--- config.mk ---
export PLATFORM = sky130hd
export DESIGN_NAME = sorted_priority_queue
export DESIGN_NICKNAME = d
export VERILOG_FILES = /design/src/design/spq_pkg.sv /design/src/design/spq_cell.sv /design/src/design/sorted_priority_queue.sv
export SDC_FILE = /design/constraint.sdc
export NUM_CORES = 2
export LEC_CHECK = 0
export BUFFER_PORTS_ARGS = -buffer_cell sky130_fd_sc_hd__buf_2
export CORE_MARGIN = 3
export CORE_UTILIZATION = 35
export DETAILED_ROUTE_END_ITERATION = 8
export HOLD_SLACK_MARGIN = 0.05
export PLACE_DENSITY = 0.59
export SYNTH_ARGS = -nofsm -noshare
export SYNTH_HDL_FRONTEND = slang
export SYNTH_SLANG_ARGS = --single-unit
--- constraint.sdc ---
create_clock -name clk -period 6.8 [get_ports clk]
set_clock_uncertainty 0.1 [all_clocks]
set_input_delay 0.68 -clock clk [delete_from_list [all_inputs] [get_ports clk]]
set_output_delay 0.68 -clock clk [all_outputs]
set_load 0.01 [all_outputs]
--- src/design/spq_pkg.sv ---
// ----------------------------------------------------------------------------
// spq_pkg
// Shared types and codes for the sorted priority queue: entry layout,
// command and status codes, and the per-cell control word.
// ----------------------------------------------------------------------------
package spq_pkg;

	localparam int KEY_W    = 32;
	localparam int TAG_W    = 16;
	localparam int CMD_W    = 2;
	localparam int STATUS_W = 2;
	localparam int OCC_W    = 5;

	// Command codes
	localparam logic [CMD_W-1:0] CMD_INSERT = 2'd0;
	localparam logic [CMD_W-1:0] CMD_REMOVE = 2'd1;
	localparam logic [CMD_W-1:0] CMD_VIEW   = 2'd2;
	localparam logic [CMD_W-1:0] CMD_CLEAR  = 2'd3;

	// Status codes
	localparam logic [STATUS_W-1:0] STATUS_OK    = 2'd0;
	localparam logic [STATUS_W-1:0] STATUS_EMPTY = 2'd1;
	localparam logic [STATUS_W-1:0] STATUS_FULL  = 2'd2;

	// One stored entry
	typedef struct packed {
		logic             valid;
		logic [KEY_W-1:0] key;
		logic [TAG_W-1:0] tag;
	} spq_entry_t;

	// Operation broadcast to every cell of the chain
	typedef enum logic [2:0] {
		CELL_HOLD,
		CELL_INSERT,
		CELL_REMOVE,
		CELL_ROTATE,
		CELL_CLEAR
	} cell_op_t;

	typedef struct packed {
		cell_op_t         op;
		logic [KEY_W-1:0] key;
		logic [TAG_W-1:0] tag;
	} cell_ctrl_t;

endpackage

--- src/design/spq_cell.sv ---
// ----------------------------------------------------------------------------
// spq_cell
// One slot of the sorted chain. Holds an entry, compares it against the
// broadcast key and takes data from itself, its neighbors or the head.
// ----------------------------------------------------------------------------
module spq_cell import spq_pkg::*; (
	input  logic       clk,
	input  logic       arst_n,
	input  cell_ctrl_t ctrl,
	input  logic       prev_keep,
	input  spq_entry_t left,
	input  spq_entry_t right,
	input  spq_entry_t head,
	output spq_entry_t entry,
	output logic       keep
);

	logic             valid_q;
	logic [KEY_W-1:0] key_q;
	logic [TAG_W-1:0] tag_q;
	spq_entry_t       cur;
	spq_entry_t       entry_d;

	assign cur = {valid_q, key_q, tag_q};

	// Entry stays in place on insert when its key is smaller or equal
	assign keep  = cur.valid && (cur.key <= ctrl.key);
	assign entry = cur;

	// Next-entry selection
	always_comb begin
		entry_d = cur;
		case (ctrl.op)
			CELL_INSERT: begin
				if (!keep) begin
					if (prev_keep) begin
						entry_d.valid = 1'b1;
						entry_d.key   = ctrl.key;
						entry_d.tag   = ctrl.tag;
					end else begin
						entry_d = left;
					end
				end
			end
			CELL_REMOVE: begin
				entry_d = right;
			end
			CELL_ROTATE: begin
				// last valid cell wraps around to the head
				if (cur.valid) begin
					if (right.valid) begin
						entry_d = right;
					end else begin
						entry_d = head;
					end
				end
			end
			CELL_CLEAR: begin
				entry_d.valid = 1'b0;
			end
			default: begin
				entry_d = cur;
			end
		endcase
	end

	// Valid bit: control state
	always_ff @(posedge clk or negedge arst_n) begin
		if (!arst_n) begin
			valid_q <= 1'b0;
		end else begin
			valid_q <= entry_d.valid;
		end
	end

	// Key and tag: payload
	always_ff @(posedge clk) begin
		key_q <= entry_d.key;
		tag_q <= entry_d.tag;
	end

endmodule

--- src/design/sorted_priority_queue.sv ---
// ----------------------------------------------------------------------------
// sorted_priority_queue
// Bounded priority queue built as a chain of sorting cells.
// ----------------------------------------------------------------------------
// Entries sit in a row of CAPACITY cells in ascending key order, front in
// cell 0; equal keys leave in arrival order. Insert, remove and clear act
// on every cell in parallel: on insert each cell compares against the
// broadcast key and moves with its neighbors. View returns one beat per
// held entry, one per cycle while the output side is not stalling, by
// rotating the chain one step per beat so the front cell always carries
// the next entry; after the last beat the order is restored. A view of more
// than one entry holds off new commands until its last beat is loaded. Results
// leave through an output register, so the next command is taken while a
// result waits as long as the output side is not stalling.
module sorted_priority_queue import spq_pkg::*; #(
	parameter int CAPACITY = 16
) (
	input  logic                clk,
	input  logic                arst_n,
	input  logic                in_valid,
	output logic                in_stall,
	input  logic [CMD_W-1:0]    command,
	input  logic [KEY_W-1:0]    key,
	input  logic [TAG_W-1:0]    tag,
	output logic                out_valid,
	input  logic                out_stall,
	output logic [STATUS_W-1:0] status,
	output logic [KEY_W-1:0]    out_key,
	output logic [TAG_W-1:0]    out_tag,
	output logic [OCC_W-1:0]    occupancy,
	output logic                last
);

	localparam int CW = $clog2(CAPACITY + 1);

	localparam logic ST_IDLE = 1'b0;
	localparam logic ST_VIEW = 1'b1;

	logic          state_q, state_d;
	logic [CW-1:0] count_q, count_d;
	logic [CW-1:0] remain_q, remain_d;

	logic                out_valid_q;
	logic [STATUS_W-1:0] status_q, status_d;
	logic [KEY_W-1:0]    out_key_q, out_key_d;
	logic [TAG_W-1:0]    out_tag_q, out_tag_d;
	logic [OCC_W-1:0]    occupancy_q, occupancy_d;
	logic                last_q, last_d;
	logic                load_out;

	logic       out_free;
	logic       accept;
	logic       full;
	logic       empty;
	cell_ctrl_t ctrl;

	spq_entry_t cell_entry [CAPACITY];
	logic       cell_keep  [CAPACITY];

	// Handshake
	assign out_free = !out_valid_q || !out_stall;
	assign in_stall = (state_q == ST_VIEW) || !out_free;
	assign accept   = in_valid && !in_stall;

	assign full  = (count_q == CW'(CAPACITY));
	assign empty = (count_q == '0);

	// Cell chain
	for (genvar i = 0; i < CAPACITY; i++) begin : g_cell
		spq_entry_t left_w;
		spq_entry_t right_w;
		logic       prev_keep_w;

		if (i == 0) begin : g_first
			assign left_w      = '0;
			assign prev_keep_w = 1'b1;
		end else begin : g_mid_l
			assign left_w      = cell_entry[i-1];
			assign prev_keep_w = cell_keep[i-1];
		end

		if (i == CAPACITY - 1) begin : g_last
			assign right_w = '0;
		end else begin : g_mid_r
			assign right_w = cell_entry[i+1];
		end

		spq_cell u_cell (
			.clk       (clk),
			.arst_n    (arst_n),
			.ctrl      (ctrl),
			.prev_keep (prev_keep_w),
			.left      (left_w),
			.right     (right_w),
			.head      (cell_entry[0]),
			.entry     (cell_entry[i]),
			.keep      (cell_keep[i])
		);
	end

	// Command sequencing
	always_comb begin
		state_d     = state_q;
		count_d     = count_q;
		remain_d    = remain_q;
		ctrl.op     = CELL_HOLD;
		ctrl.key    = key;
		ctrl.tag    = tag;
		load_out    = 1'b0;
		status_d    = STATUS_OK;
		out_key_d   = '0;
		out_tag_d   = '0;
		last_d      = 1'b1;

		if (state_q == ST_IDLE) begin
			if (accept) begin
				load_out = 1'b1;
				case (command)
					CMD_INSERT: begin
						if (full) begin
							status_d = STATUS_FULL;
						end else begin
							ctrl.op = CELL_INSERT;
							count_d = count_q + CW'(1);
						end
					end
					CMD_REMOVE: begin
						if (empty) begin
							status_d = STATUS_EMPTY;
						end else begin
							ctrl.op   = CELL_REMOVE;
							out_key_d = cell_entry[0].key;
							out_tag_d = cell_entry[0].tag;
							count_d   = count_q - CW'(1);
						end
					end
					CMD_VIEW: begin
						if (empty) begin
							status_d = STATUS_EMPTY;
						end else begin
							ctrl.op   = CELL_ROTATE;
							out_key_d = cell_entry[0].key;
							out_tag_d = cell_entry[0].tag;
							last_d    = (count_q == CW'(1));
							remain_d  = count_q - CW'(1);
							if (count_q != CW'(1)) begin
								state_d = ST_VIEW;
							end
						end
					end
					CMD_CLEAR: begin
						ctrl.op = CELL_CLEAR;
						count_d = '0;
					end
					default: begin
						load_out = 1'b1;
					end
				endcase
			end
		end else begin
			// stream the remaining entries of a view
			if (out_free) begin
				load_out  = 1'b1;
				ctrl.op   = CELL_ROTATE;
				out_key_d = cell_entry[0].key;
				out_tag_d = cell_entry[0].tag;
				last_d    = (remain_q == CW'(1));
				remain_d  = remain_q - CW'(1);
				if (remain_q == CW'(1)) begin
					state_d = ST_IDLE;
				end
			end
		end

		occupancy_d = OCC_W'(count_d);
	end

	// Control state
	always_ff @(posedge clk or negedge arst_n) begin
		if (!arst_n) begin
			state_q     <= ST_IDLE;
			count_q     <= '0;
			remain_q    <= '0;
			out_valid_q <= 1'b0;
		end else begin
			state_q  <= state_d;
			count_q  <= count_d;
			remain_q <= remain_d;
			if (load_out) begin
				out_valid_q <= 1'b1;
			end else if (!out_stall) begin
				out_valid_q <= 1'b0;
			end
		end
	end

	// Output beat register
	always_ff @(posedge clk) begin
		if (load_out) begin
			status_q    <= status_d;
			out_key_q   <= out_key_d;
			out_tag_q   <= out_tag_d;
			occupancy_q <= occupancy_d;
			last_q      <= last_d;
		end
	end

	assign out_valid = out_valid_q;
	assign status    = status_q;
	assign out_key   = out_key_q;
	assign out_tag   = out_tag_q;
	assign occupancy = occupancy_q;
	assign last      = last_q;

endmodule
==> metrics.md <==
| Metric | Value |
|---|---|
| First-pass GRT wire length | 358000 µm |
| Initial antenna violation count | 10 |
| Setup crit end kind | flop |
| Clock share of power | 15.1% |
| Aggregate routed wire length | 257000 µm |
| CP startpoint | key[26] |
| CP Class | in2reg |
| Combinational Power Share | 49.4% |
| Seq/Total Area, Yosys | 46.0% |
| Synth Area in Compound Gates | 28.9% |
| Number of enable flip-flop cells after synthesis | 824 |
| Synth warnings | 0 |
| Worst hold path startpoint | in_valid |
| GPL Wtd Cong | 1.01 |
| Clk root buf | clkbuf_16 |
| Placed insts | 6641 |
| Layout Utilization | 39.7% |
| Total track usage | 30.4% |
| Area of the core | 157000 µm² |
| CTS tree | yes |
| Hold_ws | 0.190 ns |
| Hold Crit Class | in2reg |
| Outcome | finished clean |
| Yosys reg bits | 852 |
| Final period utilization | 81.0% |
| CTS Sinks | 852 |
| Internal power | 21.3 mW |
| Nets@finish | 5265 |
| Gr ovfl total | 0 |
| I/O pin count | 112 |
| # resized after CTS | 0 |
| Avg Inst Size Synth | 11.5 µm² |
| Die area | 163000 µm² |
| DRC viols | 0 |
| R2r startpoint | g_cell[0].u_cell.key_q[25]$_DFFE_PP_ |
| Final Setup Violations | 0 |
| Final Instance Area | 62100 µm² |
| Pwr Density | 647 nW/µm² |
| Slowest-stage cell, CP | and3_2 |
| Via density | 7.17 |
| Area share of and/or/nand/nor cells after synthesis | 7.16% |
| Routed WL per cell | 37.5 µm |
| Largest net degree at the start of global routing | 54 |
| Final Instance Count excl. Fillers | 6842 |
| Latest clock arrival within the worst-skew pair | 0.80 ns |
| Switch Pwr | 18.9 mW |
| Max Clk Rate | 181 MHz |
| ANT nets after route | 0 |
| Asr flop ratio synth | 3.29% |
| Tightest Pin Transition | 1.39 ns |
| Setup ws final | 1.29 ns |
| Drt pass-1 iters | 9 |
| Delay-heaviest family, CP | simple AND/OR/NAND/NOR gates |
| Synth Area in Adders | 11.8% |
| Via count | 49100 |
| Max Cap Violations | 0 |
| Syn-to-layout area delta | 12.4% |
| Peak supply drop | 467 µV |
| Crit-path max FO | 30 |
| Fin. Hold Viols | 0 |
| Setup TNS | 0 ns |
| Total power draw | 40.2 mW |
| Synth Area in XOR/XNOR | 0.0634% |
| Vias in the first global route | 46700 |
| Pins Over Slew Limit | 0 |
| Sw Ratio | 47.1% |
| Worst Path Arrival | 6.05 ns |
| Initial Utilization | 35.3% |
| Worst-path clk slew | 0.06 ns |
| H-tree levels | 3 |
| Worst endpoint required time | 7.34 ns |
| Most used cell, CP | inv_1 |
| Critical path launch point type | input port |
| FP Rows | 145 |
| Synthesized instance count | 4800 |
| Predominant post-synthesis flop cell | edfxtp_1 |
| CP max stage delay | 1.17 ns |
| Port bufs | 111 |
| Yosys cell types | 72 |
| Largest family of logic cells by synthesized area | compound AO/OA/AOI/OAI gates |
| CP Buf/Inv Count | 4 |
| CTS Buffer Depth | 3 |
| Layout cells sized above 1 | 11.2% |
| Crit path cell chain | buf_2, inv_1, ha_1, nand4_1, nor4_1, nor4b_1, inv_1, a31oi_1, and3_2, buf_4, a221o_1 |
| Syn_nets | 5377 |
| RSZ-0062 raised after global routing | no |
| Crit path time final | 5.51 ns |
| Die Y | 403 µm |
| # fillers | 14800 |
| Leak | 23.5 nW |
| DR iter-0 viols | 8421 |
| Dpl hpwl | 168000 µm |
| Dpl cell area | 58400 µm² |
| Inserted Clock Buffers | 102 |
| Pre-CTS setup slack | 0.867 ns |
| Sequential power share | 35.4% |
| Die Width | 403 µm |
| Relative slew slack | 7.56% |
| Post-synthesis mux area share | 1.83% |
| Synthesized area | 55300 µm² |
[cell families (layout without fill, tap and decap cells)]
group           count (synthesis)  in the layout
other cells                     0              7
flops                         852            852
xor+xnor                        4              4
compound gates               1961           1961
simple gates                  793            793
mux                           101            101
fa+ha+maj                     523            523
buf+inv                       566            543
[final timing paths]
path / endpoint / slack [ns] / depth (start not counted)
max: g_cell[13].u_cell.key_q[7]$_DFFE_PP_ / 1.29 / 11
min reg2reg: g_cell[4].u_cell.tag_q[4]$_DFFE_PP_ / 0.48 / 1
max reg2reg: g_cell[1].u_cell.key_q[30]$_DFFE_PP_ / 1.50 / 9
max in group asynchronous: g_cell[1].u_cell.valid_q$_DFFE_PN0P_ / 5.63 / 2
min: out_valid$_DFFE_PN0P_ / 0.19 / 2
min in group asynchronous: g_cell[10].u_cell.valid_q$_DFFE_PN0P_ / 0.41 / 2
[layout make-up]
type / instances / area, µm² / area share, %
Tap cell: 2058 / 2570 / 4.15
Timing Repair Buffer: 274 / 2020 / 3.25
Multi-Input combinational cell: 3382 / 28100 / 45.3
Sequential cell: 852 / 25400 / 41.0
Clock inverter: 80 / 1030 / 1.66
Clock buffer: 113 / 2600 / 4.19
Inverter: 76 / 287 / 0.461
Antenna cell: 7 / 17.5 / 0.0282
[routing by layer]
layer	wire [µm]	part of all wire [%]	vias to the layer above	track usage, %
li1	-	-	19800	-
met1	98600	38	24600	39.5
met2	110000	43	3854	45.7
met3	32400	13	756	8.64
met4	15500	6.0	6	16.1
met5	40	0.016	-	0
[synth_stat cells (39+ instances only)]
library cell  instances  area, µm²
mux2i_1              99        991
o21ai_0             202       1010
a221o_1             579       5800
buf_2                79        395
a21o_1               62        465
nand4_1             113        707
nor2b_1              64        400
clkbuf_1            362       1360
a222oi_1             48        480
nor2_1              129        484
inv_1                76        285
ha_1                523       6540
a21oi_1             271       1360
nand3_1              75        375
edfxtp_1            824      24700
a22o_1              636       5570
buf_1                39        146
nand2_1             255        957
[registers in the layout, summed over array words and instances (netlist names)]
name,count
out_tag,16
last,1
out_valid,1
count_q,5
occupancy,5
out_key,32
g_cell.u_cell.tag_q,256
remain_q,5
status,2
g_cell.u_cell.key_q,512
g_cell.u_cell.valid_q,16
state_q,1
[timing repair]
item / 4_1_cts / 5_1_grt
endpoints found under the hold margin: 28 / 0
buffers inserted: 0 / 0
setup endpoints to repair: 0 / 0
hold buffers: 1 / 0
[cells in the final DEF, fill, tap and decap left out, drive strengths merged, types with 8 or more instances in the layout]
master  instances
edfxtp        824
a22o          636
a221o         579
ha            523
buf           273
a21oi         272
nand2         255
o21ai         217
nor2          130
nand4         113
clkbuf        113
mux2i          99
inv            80
nand3          75
nor2b          64
a21o           62
clkinv         51
a222oi         48
dfrtp          28
and2           27
o211ai         25
nor4           24
nor3           22
and3           20
bufinv         19
nor3b          18
a221oi         17
a31oi          17
nand2b         11
or3            10
a22oi          10
a211o           8
a211oi          8
[power groups by stage]
stage / clock, mW / sequential, mW / combinational (mW)
after detailed placement: 0 / 14.1 / 19.1
after CTS: 6.13 / 14.0 / 19.1
after global placement: 0 / 14.1 / 18.7
final: 6.07 / 14.2 / 19.9
after floorplan: 0 / 12.2 / 12.2
after global routing: 6.32 / 14.4 / 20.6
(Power assumes the default switching activity.)
